## config.mk

```make
export PLATFORM = sky130hd
export DESIGN_NAME = gtg_prep
export DESIGN_NICKNAME = d
export VERILOG_FILES = /design/src/hw/rtl/gtg_pkg.sv /design/src/hw/rtl/gtg_prep.sv
export SDC_FILE = /design/constraint.sdc
export NUM_CORES = 2
export LEC_CHECK = 0
export BUFFER_PORTS_ARGS = -buffer_cell sky130_fd_sc_hd__clkbuf_2
export CAP_MARGIN = 10
export CORE_MARGIN = 8
export CORE_UTILIZATION = 23
export DETAILED_ROUTE_END_ITERATION = 8
export GPL_TIMING_DRIVEN = 1
export PLACE_DENSITY = 0.46
export SYNTH_ARGS = -nofsm -noshare
export SYNTH_HDL_FRONTEND = slang
export SYNTH_SLANG_ARGS = --single-unit
```

## constraint.sdc

```tcl
create_clock -name clk -period 19.3 [get_ports clk]
set_input_delay 5.79 -clock clk [delete_from_list [all_inputs] [get_ports clk]]
set_output_delay 5.79 -clock clk [all_outputs]
set_load 0.02 [all_outputs]
```

## src/hw/rtl/gtg_pkg.sv

```systemverilog
// ----------------------------------------------------------------------------
// gtg_pkg: shared types and constants for the go-to-goal steering core
// Fixed-point formats, register indexes, pipeline payload structs and the
// CORDIC arctangent table.
// ----------------------------------------------------------------------------
package gtg_pkg;

  localparam int POS_WIDTH      = 16;
  localparam int HEAD_WIDTH     = 16;
  localparam int DIFF_W         = POS_WIDTH + 1;
  localparam int CW             = 32;  // CORDIC x/y datapath
  localparam int ZW             = 20;  // CORDIC angle accumulator, Q16 rad
  localparam int HW             = HEAD_WIDTH + 1;
  localparam int SPEED_W        = 13;
  localparam int STEER_W        = 8;
  localparam int MAG_W          = 12;
  localparam int ROOT_W         = 16;
  localparam int SQRT_STEPS     = 16;
  localparam int DEF_CORDIC_ITERATIONS = 16;

  // Angle constants in Q12 radians unless noted.
  localparam int ANG_2PI        = 25736;
  localparam int ERR_CLAMP      = 6431;
  localparam int ERR_HALF       = 12861;
  localparam int HALF_PI_Q16    = 102944;

  // Degrees = floor(floor(g * |err| * 28125 / 512) / 62831), reciprocal form.
  localparam int DEG_NUM        = 28125;
  localparam int DEG_SHIFT      = 9;
  localparam int DEG_DIV        = 62831;
  localparam int DEG_SAT        = 31;
  localparam int DEG_SAT_LIMIT  = DEG_SAT * DEG_DIV;
  localparam int DEG_RECIP      = 2187439;
  localparam int DEG_RECIP_SH   = 37;

  // Configuration register port.
  localparam int CFG_IDX_W      = 3;
  localparam int CFG_DATA_W     = 16;
  localparam logic [CFG_IDX_W-1:0] REG_SPEED_GAIN    = 3'd0;
  localparam logic [CFG_IDX_W-1:0] REG_STEERING_GAIN = 3'd1;
  localparam logic [CFG_IDX_W-1:0] REG_STOP_DISTANCE = 3'd2;
  localparam logic [CFG_IDX_W-1:0] REG_REVERSE_LIMIT = 3'd3;
  localparam logic [CFG_IDX_W-1:0] REG_MIN_SPEED_MAG = 3'd4;

  localparam int DEF_SPEED_GAIN    = 80;
  localparam int DEF_STEERING_GAIN = 16;
  localparam int DEF_STOP_DISTANCE = 30;
  localparam int DEF_REVERSE_LIMIT = 1200;
  localparam int DEF_MIN_SPEED_MAG = 75;

  typedef struct packed {
    logic signed [POS_WIDTH-1:0]  pos_x;
    logic signed [POS_WIDTH-1:0]  pos_y;
    logic signed [POS_WIDTH-1:0]  goal_x;
    logic signed [POS_WIDTH-1:0]  goal_y;
    logic signed [HEAD_WIDTH-1:0] heading;
  } in_t;

  typedef struct packed {
    logic signed [SPEED_W-1:0] speed_cmd;
    logic [STEER_W-1:0]        steering_cmd;
  } out_t;

  typedef struct packed {
    logic [7:0]       steering_gain;
    logic [MAG_W-1:0] reverse_limit;
    logic [MAG_W-1:0] min_speed_mag;
    logic [15:0]      speed_gain_sq;
    logic [31:0]      stop_sq;
    logic [31:0]      lim_sq;
    logic [31:0]      min_sq;
  } cfg_t;

  typedef struct packed {
    logic stop;
    logic over;
    logic under;
  } spd_flags_t;

  typedef struct packed {
    logic signed [CW-1:0] x;
    logic signed [CW-1:0] y;
    logic signed [ZW-1:0] z;
    logic                 zero;
    logic signed [HW-1:0] hn;
    spd_flags_t           flags;
    logic [31:0]          n;
  } prep_t;

  typedef struct packed {
    logic signed [CW-1:0] x;
    logic signed [CW-1:0] y;
    logic signed [ZW-1:0] z;
    logic                 zero;
    logic signed [HW-1:0] hn;
    spd_flags_t           flags;
    logic [31:0]          rem;
    logic [31:0]          root;
  } iter_t;

  function automatic logic signed [ZW-1:0] atan_q16(input int unsigned i);
    case (i)
      0:       atan_q16 = 20'sd51472;
      1:       atan_q16 = 20'sd30386;
      2:       atan_q16 = 20'sd16055;
      3:       atan_q16 = 20'sd8150;
      4:       atan_q16 = 20'sd4091;
      5:       atan_q16 = 20'sd2047;
      6:       atan_q16 = 20'sd1024;
      7:       atan_q16 = 20'sd512;
      8:       atan_q16 = 20'sd256;
      9:       atan_q16 = 20'sd128;
      10:      atan_q16 = 20'sd64;
      11:      atan_q16 = 20'sd32;
      12:      atan_q16 = 20'sd16;
      13:      atan_q16 = 20'sd8;
      14:      atan_q16 = 20'sd4;
      15:      atan_q16 = 20'sd2;
      16:      atan_q16 = 20'sd1;
      default: atan_q16 = 20'sd0;
    endcase
  endfunction

endpackage

```

## src/hw/rtl/gtg_prep.sv

```systemverilog
// ----------------------------------------------------------------------------
// gtg_prep: front end of the pipeline
// Forms the goal offset, normalizes the heading, pre-rotates the vector into
// the right half plane and computes the squared distance terms and flags.
// ----------------------------------------------------------------------------
module gtg_prep (
  input  logic          clk,
  input  logic          rst,
  input  gtg_pkg::in_t  in_data,
  input  logic          in_valid,
  output logic          in_ready,
  input  gtg_pkg::cfg_t cfg,
  output gtg_pkg::prep_t out_data,
  output logic          out_valid,
  input  logic          out_ready
);
  import gtg_pkg::*;

  localparam int NS = 6;

  logic [NS-1:0] v;
  logic [NS:0]   rdy;

  assign rdy[NS] = out_ready;
  for (genvar k = 0; k < NS; k++) begin : g_rdy
    assign rdy[k] = !v[k] | rdy[k+1];
  end
  assign in_ready  = rdy[0];
  assign out_valid = v[NS-1];

  always_ff @(posedge clk) begin
    if (rst) begin
      v <= '0;
    end else begin
      if (rdy[0]) v[0] <= in_valid;
      for (int k = 1; k < NS; k++) begin
        if (rdy[k]) v[k] <= v[k-1];
      end
    end
  end

  // Stage 0: goal offsets; heading made non-negative.
  logic signed [DIFF_W-1:0] s0_dx, s0_dy;
  logic signed [HW-1:0]     s0_hn;
  logic signed [HW-1:0]     h_ext;

  assign h_ext = {in_data.heading[HEAD_WIDTH-1], in_data.heading};

  always_ff @(posedge clk) begin
    if (rdy[0]) begin
      s0_dx <= $signed({in_data.goal_x[POS_WIDTH-1], in_data.goal_x})
             - $signed({in_data.pos_x[POS_WIDTH-1], in_data.pos_x});
      s0_dy <= $signed({in_data.goal_y[POS_WIDTH-1], in_data.goal_y})
             - $signed({in_data.pos_y[POS_WIDTH-1], in_data.pos_y});
      s0_hn <= h_ext[HW-1] ? h_ext + HW'(ANG_2PI) : h_ext;
    end
  end

  // Stage 1: pre-rotation and squares.
  logic signed [CW-1:0]       xe, ye;
  logic signed [2*DIFF_W-1:0] dx2_full, dy2_full;
  prep_t                      s1, s1_next;
  logic [31:0]                s1_dx2, s1_dy2;

  assign xe = {{(CW-DIFF_W-12){s0_dx[DIFF_W-1]}}, s0_dx, 12'b0};
  assign ye = {{(CW-DIFF_W-12){s0_dy[DIFF_W-1]}}, s0_dy, 12'b0};
  assign dx2_full = s0_dx * s0_dx;
  assign dy2_full = s0_dy * s0_dy;

  always_comb begin
    s1_next       = '0;
    s1_next.hn    = s0_hn;
    s1_next.zero  = (s0_dx == '0) && (s0_dy == '0);
    if (xe < 0) begin
      if (ye >= 0) begin
        s1_next.x = ye;
        s1_next.y = -xe;
        s1_next.z = ZW'(HALF_PI_Q16);
      end else begin
        s1_next.x = -ye;
        s1_next.y = xe;
        s1_next.z = -ZW'(HALF_PI_Q16);
      end
    end else begin
      s1_next.x = xe;
      s1_next.y = ye;
      s1_next.z = '0;
    end
  end

  always_ff @(posedge clk) begin
    if (rdy[1]) begin
      s1     <= s1_next;
      s1_dx2 <= dx2_full[31:0];
      s1_dy2 <= dy2_full[31:0];
    end
  end

  // Stage 2: squared distance.
  prep_t       s2;
  logic [32:0] s2_d2;

  always_ff @(posedge clk) begin
    if (rdy[2]) begin
      s2    <= s1;
      s2_d2 <= {1'b0, s1_dx2} + {1'b0, s1_dy2};
    end
  end

  // Stage 3: stop flag, and gain^2 times distance^2 as two partial products.
  prep_t       s3, s3_next;
  logic [32:0] s3_lo;
  logic [31:0] s3_hi;

  always_comb begin
    s3_next            = s2;
    s3_next.flags.stop = s2_d2 < {1'b0, cfg.stop_sq};
  end

  always_ff @(posedge clk) begin
    if (rdy[3]) begin
      s3    <= s3_next;
      s3_lo <= cfg.speed_gain_sq * s2_d2[16:0];
      s3_hi <= cfg.speed_gain_sq * s2_d2[32:17];
    end
  end

  // Stage 4: sum of the partial products.
  prep_t       s4;
  logic [48:0] s4_n;

  always_ff @(posedge clk) begin
    if (rdy[4]) begin
      s4   <= s3;
      s4_n <= {s3_hi, 17'b0} + {16'b0, s3_lo};
    end
  end

  // Stage 5: limit compares on the squared magnitude.
  prep_t s5, s5_next;

  always_comb begin
    s5_next             = s4;
    s5_next.flags.over  = s4_n > {17'b0, cfg.lim_sq};
    s5_next.flags.under = (s4_n != '0) && (s4_n < {17'b0, cfg.min_sq});
    s5_next.n           = s4_n[31:0];
  end

  always_ff @(posedge clk) begin
    if (rdy[5]) begin
      s5 <= s5_next;
    end
  end

  assign out_data = s5;

endmodule

```

==> results.yml <==
run_status:
  status: "finished, final reports clean"
cts:
  clkTransAtPathRegs_ns: 0.07
  h-tree-depth: 3
  cts_tree: "yes"
  cts_resized: 0
  post_cts_buffers: 0
  clock_latency_ns: 0.73
  cts-buffers-inserted: 74
  clkSinkCount: 608
  cts.path.max_buffers: 3
  cts_root_buf: "clkbuf_16"
  ctsHoldBuffers: 0
route:
  drt-total-wl_um: 167000
  dr.pass1.iters: 7
  vias: 40100
  drc: 0
  wl_per_cell_um: 17.2
  via_per_inst: 4.12
  final_antenna_net_count: 0
  drt_iter0_drc: 2056
worst_setup_path:
  path_max_fanout: 6
  crit_required_ns: 13.51
  path_class: "input port to primary output"
  r2r-start: "s2_d2[4]"
  cp-end-kind: "primary output"
  r2r-end: "s3_lo[32]"
  start_kind: "input port"
  startpoint: "out_ready"
  cp.arrival_ns: 7.54
  r2r_slack_ns: 11.74
  r2r_cells: 19
place:
  gp_congestion: 0.803
  port_buffers: 305
  hpwl_um: 127000
cells_and_area:
  nets: 7802
  fillers: 28600
  final_layout_size_suffix_gt1_frac: 0.0857
  mostFrequentLayoutCells: "1,301 x inv_1, 918 x fa_1, 602 x edfxtp_1"
  area_growth_pct: 13.1
  final_common_cell: "inv_1"
global_routing:
  grt_pass1_wl_um: 259000
  grt_pass1_vias: 44000
  grt_max_degree: 68
  grt_overflow: 0
  antenna_found_initial: 17
  grt_util_all_layers: 0.116
yosys:
  syn_inst: 5841
  ys_seq_elements: 608
  synth-edff-count: 602
  synth_flop_cell: "edfxtp_1"
  synth.cell_area_um2: 62300
  synth-async-reset-ratio: 0
  synth.avg_cell_area_um2: 10.7
  ys_types: 82
  yosysWarnings: 0
  synth-seq-area-share: 0.292
die:
  start_util: 0.231
  die_x_um: 536
  die-area_um2: 288000
  fp-row-count: 191
  die_h_um: 536
  core_um2: 270000
  io_pins: 367
hold_path:
  min_to: "out_data[89]"
  min_from: "s4[89]"
  holdPathStages: 0
  min_path_type: "flop to flop"
timing:
  clock.fmax_ghz: 0.0750
  skew_ns: 0.0716
  setup_viol: 0
  relSlewSlack: 0.153
  finalSetupTns_ns: 0
  slew_viol_final: 0
  grt_setup_unrepaired: "false"
  hold_ws_ns: 0.408
  period_needed_ns: 13.33
  hold_violations: 0
  period_share: 0.690
  worst_slew_pin_slew_ns: 1.27
flow_run:
  cap_violations: 0
[cells in the mapped netlist (all sizes together), types with 9 or more instances]
library cell	count	area, µm²
inv	1304	4890
fa	918	18400
edfxtp	602	18100
ha	556	6960
nand2	553	2080
and2	346	2160
nor2	202	758
xnor2	185	1620
a21oi	175	883
clkbuf	160	601
o21ai	118	594
a21o	76	571
nand3	61	305
xor2	56	490
nor3	52	260
buf	50	343
nor2b	50	313
nand2b	37	231
o21a	30	225
a211oi	27	218
and3	22	138
nand4	20	125
nor4	20	125
or3	19	124
o211ai	18	135
o21bai	17	128
o31ai	16	134
a2111oi	13	164
a31oi	13	87.6
a21boi	10	75.1
or4	9	67.6
[worst max-delay path, cell delays in order]
cell      delay, ns
clkbuf_2       0.11
nor2b_1        0.50
and3_1         0.53
nand4_1        0.15
buf_4          0.20
clkbuf_2       0.23
[metrics by stage]
stage,instance area [µm²],instances,worst slack (ns),utilization
finish,70400,9742,5.97,0.261
floorplan,62400,5872,5.52,-
detailed placement,67900,9594,5.85,0.251
global route,70400,9736,5.81,0.261
CTS,70400,9730,5.85,0.261
global placement,67900,9594,5.89,0.251
[registers in the layout, summed over array words and instances, names as in the netlist, 31 cells and up]
register,flops
s3_lo,33
s1_dx2,31
s3,62
s1,61
out_data,96
s1_dy2,31
s3_hi,32
s4_n,49
s2,61
s4,62
s2_d2,33
[cell type report]
| class | instances | area, µm² | area share |
|---|---|---|---|
| Timing Repair Buffer | 362 | 1950 | 0.0278 |
| Tap cell | 3570 | 4470 | 0.0634 |
| Clock buffer | 83 | 1890 | 0.0268 |
| Clock inverter | 53 | 587 | 0.00834 |
| Sequential cell | 608 | 18200 | 0.258 |
| Multi-Input combinational cell | 3746 | 38400 | 0.545 |
| Antenna cell | 12 | 30.0 | 0.000427 |
| Inverter | 1308 | 4920 | 0.0699 |
[routing by layer]
layer / GRT usage / vias up / part of all wire
li1: - / 18900 / -
met2: 0.200 / 801 / 0.48
met1: 0.149 / 20200 / 0.44
met3: 0.0196 / 186 / 0.047
met5: 0 / - / 0
met4: 0.0349 / 0 / 0.029
[worst max path at each step]
stage / end / slack (ns) / cells after the start
3_3_place_gp: in_ready / 5.89 / 6
2_1_floorplan: in_ready / 5.52 / 4
5_1_grt: in_ready / 5.81 / 6
3_5_place_dp: in_ready / 5.85 / 6
4_1_cts: in_ready / 5.85 / 6
6_report: in_ready / 5.97 / 6
[logic make-up after synthesis]
| family | count (synthesis) | share of synthesized area |
|---|---|---|
| AND/OR/NAND/NOR | 1414 | 0.110 |
| other | 1 | 0.0000602 |
| multiplexers | 11 | 0.00189 |
| buffers and inverters | 1518 | 0.0940 |
| adder cells (fa/ha/maj) | 1474 | 0.407 |
| XOR/XNOR | 241 | 0.0339 |
| flip-flops | 608 | 0.292 |
| AO/OA/AOI/OAI | 574 | 0.0609 |
Power is not shown: default switching activity piles up to over one toggle a cycle in this logic, so the estimate is an artifact.
