[config.mk]
export PLATFORM = sky130hd
export DESIGN_NAME = gtg_post
export DESIGN_NICKNAME = d
export VERILOG_FILES = /design/src/hw/rtl/gtg_pkg.sv /design/src/hw/rtl/gtg_post.sv
export SDC_FILE = /design/constraint.sdc
export NUM_CORES = 2
export LEC_CHECK = 0
export ABC_AREA = 0
export BUFFER_PORTS_ARGS = -buffer_cell sky130_fd_sc_hd__buf_2
export CAP_MARGIN = 25
export CORE_ASPECT_RATIO = 0.7
export CORE_MARGIN = 4
export CORE_UTILIZATION = 66
export DETAILED_ROUTE_END_ITERATION = 6
export HOLD_SLACK_MARGIN = 0.06
export MAX_ROUTING_LAYER = met4
export PLACE_DENSITY = 0.95
export SLEW_MARGIN = 15
export SYNTH_ARGS = -nofsm -noshare
export SYNTH_HDL_FRONTEND = slang
export SYNTH_SLANG_ARGS = --single-unit
export TNS_END_PERCENT = 100
[constraint.sdc]
create_clock -name clk -period 10.3 [get_ports clk]
set_clock_uncertainty 0.15 [all_clocks]
set_input_delay 1.03 -clock clk [delete_from_list [all_inputs] [get_ports clk]]
set_output_delay 1.03 -clock clk [all_outputs]
set_load 0.02 [all_outputs]
[src/hw/rtl/gtg_pkg.sv]
// ----------------------------------------------------------------------------
// gtg_pkg: shared types and constants for the go-to-goal steering core
// Fixed-point formats, register indexes, pipeline payload structs and the
// CORDIC arctangent table.
// ----------------------------------------------------------------------------
package gtg_pkg;

  localparam int POS_WIDTH      = 16;
  localparam int HEAD_WIDTH     = 16;
  localparam int DIFF_W         = POS_WIDTH + 1;
  localparam int CW             = 32;  // CORDIC x/y datapath
  localparam int ZW             = 20;  // CORDIC angle accumulator, Q16 rad
  localparam int HW             = HEAD_WIDTH + 1;
  localparam int SPEED_W        = 13;
  localparam int STEER_W        = 8;
  localparam int MAG_W          = 12;
  localparam int ROOT_W         = 16;
  localparam int SQRT_STEPS     = 16;
  localparam int DEF_CORDIC_ITERATIONS = 16;

  // Angle constants in Q12 radians unless noted.
  localparam int ANG_2PI        = 25736;
  localparam int ERR_CLAMP      = 6431;
  localparam int ERR_HALF       = 12861;
  localparam int HALF_PI_Q16    = 102944;

  // Degrees = floor(floor(g * |err| * 28125 / 512) / 62831), reciprocal form.
  localparam int DEG_NUM        = 28125;
  localparam int DEG_SHIFT      = 9;
  localparam int DEG_DIV        = 62831;
  localparam int DEG_SAT        = 31;
  localparam int DEG_SAT_LIMIT  = DEG_SAT * DEG_DIV;
  localparam int DEG_RECIP      = 2187439;
  localparam int DEG_RECIP_SH   = 37;

  // Configuration register port.
  localparam int CFG_IDX_W      = 3;
  localparam int CFG_DATA_W     = 16;
  localparam logic [CFG_IDX_W-1:0] REG_SPEED_GAIN    = 3'd0;
  localparam logic [CFG_IDX_W-1:0] REG_STEERING_GAIN = 3'd1;
  localparam logic [CFG_IDX_W-1:0] REG_STOP_DISTANCE = 3'd2;
  localparam logic [CFG_IDX_W-1:0] REG_REVERSE_LIMIT = 3'd3;
  localparam logic [CFG_IDX_W-1:0] REG_MIN_SPEED_MAG = 3'd4;

  localparam int DEF_SPEED_GAIN    = 80;
  localparam int DEF_STEERING_GAIN = 16;
  localparam int DEF_STOP_DISTANCE = 30;
  localparam int DEF_REVERSE_LIMIT = 1200;
  localparam int DEF_MIN_SPEED_MAG = 75;

  typedef struct packed {
    logic signed [POS_WIDTH-1:0]  pos_x;
    logic signed [POS_WIDTH-1:0]  pos_y;
    logic signed [POS_WIDTH-1:0]  goal_x;
    logic signed [POS_WIDTH-1:0]  goal_y;
    logic signed [HEAD_WIDTH-1:0] heading;
  } in_t;

  typedef struct packed {
    logic signed [SPEED_W-1:0] speed_cmd;
    logic [STEER_W-1:0]        steering_cmd;
  } out_t;

  typedef struct packed {
    logic [7:0]       steering_gain;
    logic [MAG_W-1:0] reverse_limit;
    logic [MAG_W-1:0] min_speed_mag;
    logic [15:0]      speed_gain_sq;
    logic [31:0]      stop_sq;
    logic [31:0]      lim_sq;
    logic [31:0]      min_sq;
  } cfg_t;

  typedef struct packed {
    logic stop;
    logic over;
    logic under;
  } spd_flags_t;

  typedef struct packed {
    logic signed [CW-1:0] x;
    logic signed [CW-1:0] y;
    logic signed [ZW-1:0] z;
    logic                 zero;
    logic signed [HW-1:0] hn;
    spd_flags_t           flags;
    logic [31:0]          n;
  } prep_t;

  typedef struct packed {
    logic signed [CW-1:0] x;
    logic signed [CW-1:0] y;
    logic signed [ZW-1:0] z;
    logic                 zero;
    logic signed [HW-1:0] hn;
    spd_flags_t           flags;
    logic [31:0]          rem;
    logic [31:0]          root;
  } iter_t;

  function automatic logic signed [ZW-1:0] atan_q16(input int unsigned i);
    case (i)
      0:       atan_q16 = 20'sd51472;
      1:       atan_q16 = 20'sd30386;
      2:       atan_q16 = 20'sd16055;
      3:       atan_q16 = 20'sd8150;
      4:       atan_q16 = 20'sd4091;
      5:       atan_q16 = 20'sd2047;
      6:       atan_q16 = 20'sd1024;
      7:       atan_q16 = 20'sd512;
      8:       atan_q16 = 20'sd256;
      9:       atan_q16 = 20'sd128;
      10:      atan_q16 = 20'sd64;
      11:      atan_q16 = 20'sd32;
      12:      atan_q16 = 20'sd16;
      13:      atan_q16 = 20'sd8;
      14:      atan_q16 = 20'sd4;
      15:      atan_q16 = 20'sd2;
      16:      atan_q16 = 20'sd1;
      default: atan_q16 = 20'sd0;
    endcase
  endfunction

endpackage

[src/hw/rtl/gtg_post.sv]
// ----------------------------------------------------------------------------
// gtg_post: back end of the pipeline
// Rounds the bearing, forms and limits the heading error, scales it to whole
// degrees for the servo command and selects the speed magnitude.
// ----------------------------------------------------------------------------
module gtg_post (
  input  logic           clk,
  input  logic           rst,
  input  gtg_pkg::iter_t in_data,
  input  logic           in_valid,
  output logic           in_ready,
  input  gtg_pkg::cfg_t  cfg,
  output gtg_pkg::out_t  out_data,
  output logic           out_valid,
  input  logic           out_ready
);
  import gtg_pkg::*;

  localparam int NS = 8;

  typedef struct packed {
    spd_flags_t        flags;
    logic [ROOT_W-1:0] root;
  } spd_t;

  logic [NS-1:0] v;
  logic [NS:0]   rdy;

  assign rdy[NS] = out_ready;
  for (genvar k = 0; k < NS; k++) begin : g_rdy
    assign rdy[k] = !v[k] | rdy[k+1];
  end
  assign in_ready  = rdy[0];
  assign out_valid = v[NS-1];

  always_ff @(posedge clk) begin
    if (rst) begin
      v <= '0;
    end else begin
      if (rdy[0]) v[0] <= in_valid;
      for (int k = 1; k < NS; k++) begin
        if (rdy[k]) v[k] <= v[k-1];
      end
    end
  end

  // Stage 0: bearing rounded from Q16 to Q12 and wrapped to 0..2pi.
  logic signed [ZW:0]   zr;
  logic signed [HW-1:0] b_raw;
  logic signed [HW-1:0] q0_b;
  logic signed [HW-1:0] q0_hn;
  spd_t                 q0_s;

  assign zr    = $signed({in_data.z[ZW-1], in_data.z}) + (ZW+1)'(8);
  assign b_raw = HW'(zr >>> 4);

  always_ff @(posedge clk) begin
    if (rdy[0]) begin
      if (in_data.zero) begin
        q0_b <= '0;
      end else begin
        q0_b <= b_raw[HW-1] ? b_raw + HW'(ANG_2PI) : b_raw;
      end
      q0_hn      <= in_data.hn;
      q0_s.flags <= in_data.flags;
      q0_s.root  <= in_data.root[ROOT_W-1:0];
    end
  end

  // Stage 1: raw heading error.
  logic signed [HW:0] q1_err;
  spd_t               q1_s;

  always_ff @(posedge clk) begin
    if (rdy[1]) begin
      q1_err <= $signed({q0_b[HW-1], q0_b}) - $signed({q0_hn[HW-1], q0_hn});
      q1_s   <= q0_s;
    end
  end

  // Stage 2: clamp the middle band, wrap the outer band once.
  logic signed [HW:0] q2_err;
  spd_t               q2_s;

  always_ff @(posedge clk) begin
    if (rdy[2]) begin
      if (q1_err < -(HW+1)'(ERR_CLAMP) && q1_err > -(HW+1)'(ERR_HALF)) begin
        q2_err <= -(HW+1)'(ERR_CLAMP);
      end else if (q1_err > (HW+1)'(ERR_CLAMP) && q1_err < (HW+1)'(ERR_HALF)) begin
        q2_err <= (HW+1)'(ERR_CLAMP);
      end else if (q1_err < -(HW+1)'(ERR_HALF)) begin
        q2_err <= q1_err + (HW+1)'(ANG_2PI);
      end else if (q1_err > (HW+1)'(ERR_HALF)) begin
        q2_err <= q1_err - (HW+1)'(ANG_2PI);
      end else begin
        q2_err <= q1_err;
      end
      q2_s <= q1_s;
    end
  end

  // Stage 3: sign and magnitude of the error.
  logic [13:0] q3_m;
  logic        q3_neg;
  spd_t        q3_s;
  logic signed [HW:0] err_abs;

  assign err_abs = q2_err[HW] ? -q2_err : q2_err;

  always_ff @(posedge clk) begin
    if (rdy[3]) begin
      q3_m   <= err_abs[13:0];
      q3_neg <= q2_err[HW];
      q3_s   <= q2_s;
    end
  end

  // Stage 4: gain times error.
  logic [21:0] q4_p;
  logic        q4_neg;
  spd_t        q4_s;

  always_ff @(posedge clk) begin
    if (rdy[4]) begin
      q4_p   <= cfg.steering_gain * q3_m;
      q4_neg <= q3_neg;
      q4_s   <= q3_s;
    end
  end

  // Stage 5: scale toward degrees; flag anything past the saturation point.
  logic [36:0] t_full;
  logic [27:0] a_val;
  logic [20:0] q5_a;
  logic        q5_sat;
  logic        q5_neg;
  spd_t        q5_s;

  assign t_full = q4_p * 15'(DEG_NUM);
  assign a_val  = t_full[36:DEG_SHIFT];

  always_ff @(posedge clk) begin
    if (rdy[5]) begin
      q5_a   <= a_val[20:0];
      q5_sat <= a_val >= 28'(DEG_SAT_LIMIT);
      q5_neg <= q4_neg;
      q5_s   <= q4_s;
    end
  end

  // Stage 6: cap, or divide by the degree constant's reciprocal; pick speed.
  logic [42:0]      recip_prod;
  logic [4:0]       q6_deg;
  logic             q6_neg;
  logic [MAG_W-1:0] q6_mag;

  assign recip_prod = q5_a * 22'(DEG_RECIP);

  always_ff @(posedge clk) begin
    if (rdy[6]) begin
      q6_deg <= q5_sat ? 5'(DEG_SAT) : recip_prod[DEG_RECIP_SH+4:DEG_RECIP_SH];
      q6_neg <= q5_neg;
      if (q5_s.flags.stop) begin
        q6_mag <= '0;
      end else if (q5_s.flags.over) begin
        q6_mag <= cfg.reverse_limit;
      end else if (q5_s.flags.under) begin
        q6_mag <= cfg.min_speed_mag;
      end else begin
        q6_mag <= q5_s.root[ROOT_W-1:4];
      end
    end
  end

  // Stage 7: servo mapping and output register.
  logic [6:0] dq;
  out_t       q7;

  assign dq = {q6_deg, 1'b0} + {2'b0, q6_deg};

  always_ff @(posedge clk) begin
    if (rdy[7]) begin
      if (q6_neg) begin
        q7.steering_cmd <= (dq >= 7'd90) ? 8'd0 : 8'd90 - {1'b0, dq};
      end else begin
        q7.steering_cmd <= (dq >= 7'd90) ? 8'd180 : 8'd90 + {1'b0, dq};
      end
      q7.speed_cmd <= SPEED_W'(0) - $signed({1'b0, q6_mag});
    end
  end

  assign out_data = q7;

endmodule

==> results.ini <==
[drt]
antenna_left = 0
vias = 19220
firstDrtPassIters = 6
route.detailed.drc = 0
totalWireLength_um = 63370
drt-initial-drc-count = 1922
wl_per_cell_um = 19.38
viasPerCell = 5.878

[clocking]
cts_root_buffer = clkbuf_16
cts_max_path_buffers = 3
clk_pin_slew_worst_paths_ns = 0.08
postCtsSetupRepairBufs = 0
cts_num_sinks = 265
cts_hold_buf = 0
clkLatencyLatePin_ns = 0.55
cts_max_level = 1
numCtsBuffers = 24
cts_tree = done
cts_resized = 0

[placed_design]
port_buffers = 108
place_congestion = 0.9516
dpl.hpwl_um = 50030

[hold_path]
hold_depth = 0
min_path_type = flop to flop

[worst_setup_path]
required_ns = 10.42
worst-setup-path-type = flop to flop
worstSetupStartpointType = flop
cpMaxStageDelayCell = fa_1
crit_cells = 19
arrival_ns = 7.27
cp_cell_sequence = fa_1 > inv_1 > fa_1 > inv_1 > fa_1 > fa_1 > fa_1 > fa_1 > ha_1 > inv_1 > o21bai_1 > a31o_2 > inv_1 > o21a_1 > o41ai_2 > a311oi_1 > mux2i_1 > nor4_1 > o211ai_1
critPathMaxFanout = 7
slowest_delay_ns = 0.61
cpLargestDelayFamily = adder cells
path_buf_inv = 4
reg2regPathDepth = 19
cpMostUsedCell = fa_1
end_kind = flop

[synthesis]
syn_nets = 3704
ys_top_cells_by_area = edfxtp_1 (27%), fa_1 (25%), ha_1 (19%), inv_1 (7.6%), xnor2_1 (2.4%)
async_reset_ff_share_pct = 0
synth_top_area_cell = edfxtp_1
yosysMostFrequentCell = inv_1
synth_edf_count = 257
ys_seq_area_share_pct = 27.70
yosysWarnings = 0
ys_seq_elements = 265
yosysTopAreaCellShare_pct = 27.14
synthTopCellsByCount = inv_1 (579), ha_1 (435), fa_1 (354)
synth_cells = 2598
synth-main-ff-cell = edfxtp_1
synth_cell_types = 78
netlist_area_um2 = 28430
syn_avg_cell_area_um2 = 10.94

[floorplan]
die_y_um = 181.7
fp.dieW_um = 256.1
rows = 63
design.portCount = 340
die-area_um2 = 46520
core_um2 = 42490
initial_utilization_pct = 66.93

[sta]
drv_slew = 0
fmax_ghz = 0.1397
rsz0062_at_grt = no
hold_ws_ns = 0.2701
fin_crit_ns = 7.157
fin_tns_setup_ns = 0
setup_viol = 0
final_hold_viol_count = 0
fin_crit_sh_pct = 69.49
max-slew-margin-rel_pct = 37.75
tightestPinTransition_ns = 0.9252

[grt]
grt_first_pass_wirelength_um = 105900
grt_max_degree = 52
overflow = 0
grt_pass1_vias = 20850
antenna_found_initial = 0
track_usage_pct = 28.82

[cells_and_area]
fill_cells = 2732
drive_above_1_share_pct = 6.512
num-nets-final = 3806
seq_area_um2 = 7878
antennaDiodeCount = 0
synthToLayoutAreaGrowth_pct = 6.851
multi_input_area_um2 = 18240
fin_util_pct = 71.51

[status]
status = finished clean

[run]
maxCapViolations = 0

==> area by class of cell <==
class / count / share of cell area, %
Inverter: 579 / 7.153
Sequential cell: 265 / 25.93
Clock buffer: 35 / 2.347
Clock inverter: 9 / 0.3459
Timing Repair Buffer: 114 / 1.927
Multi-Input combinational cell: 1716 / 60.03
Tap cell: 552 / 2.273
==> through the flow <==
stage	std cells	setup WS (ns)	area, µm²
floorplan	2598	4.033	28430
global placement	3226	3.512	29560
detailed placement	3226	3.322	29560
CTS	3270	3.205	30380
global route	3270	2.894	30380
finish	3270	3.143	30380
==> worst reg2reg max path: stages, from the launching register on <==
cell and delay (ns):
edfxtp_1 0.59, fa_1 0.61, inv_1 0.06, fa_1 0.50
inv_1 0.05, fa_1 0.51, fa_1 0.53, fa_1 0.52
fa_1 0.56, ha_1 0.39, inv_1 0.08, o21bai_1 0.33
a31o_2 0.22, inv_1 0.05, o21a_1 0.23, o41ai_2 0.56
a311oi_1 0.23, mux2i_1 0.17, nor4_1 0.39, o211ai_1 0.15
==> metal layers <==
metal,share of wire [%],up-vias,global-route usage (%)
li1,-,8730,-
met1,40,9457,37.42
met2,49,853,47.79
met3,8.0,180,5.549
met4,2.4,0,6.578
met5,0,-,-
==> layout by cell type, fill, tap and decap left out, types with 9 or more instances in the layout <==
cell and instances:
nand2b_1 13, and3_1 12, a21oi_1 80, nor2_1 120
o211ai_1 11, nand4_1 14, nand2_1 138, o21a_1 12
nor2b_1 22, nand3_1 24, a21boi_0 10, ha_1 435
fa_1 354, xnor2_1 79, buf_2 108, o21ai_0 52
and2_1 63, o31ai_1 9, a21o_1 40, nor4_1 11
mux2i_1 15, edfxtp_1 257, clkbuf_16 25, nor3_1 35
xor2_1 51, inv_1 579
==> worst paths after layout <==
path	from	end	slack, ns
max	q4_p[10]	q5_sat	3.14
min	q3_s[10]	q4_s[10]	0.27
max reg2reg	q4_p[10]	q5_sat	3.14
min reg2reg	q3_s[10]	q4_s[10]	0.27
==> registers in the layout (all words and copies together), names as in the netlist <==
signal / cells
v: 8
q2_s: 15
q0_hn: 17
q4_neg: 1
q5_s: 15
q6_deg: 5
q3_neg: 1
q0_s: 15
q6_mag: 12
q5_neg: 1
q0_b: 17
q5_sat: 1
q2_err: 15
q5_a: 21
out_data: 21
q3_m: 14
q3_s: 15
q4_p: 22
q1_s: 15
q1_err: 18
q6_neg: 1
q4_s: 15
==> cells by family after synthesis <==
| family | synth area share [%] |
|---|---|
| muxes | 0.5676 |
| and+or+nand+nor | 8.440 |
| xor gates and xnor gates | 4.004 |
| AOI/OAI and AO/OA | 7.027 |
| DFF | 27.70 |
| buffers and inverters | 8.158 |
| adders and majority gates | 44.10 |
Power is not shown: default switching activity piles up to over one toggle a cycle in this logic, so the estimate is an artifact.
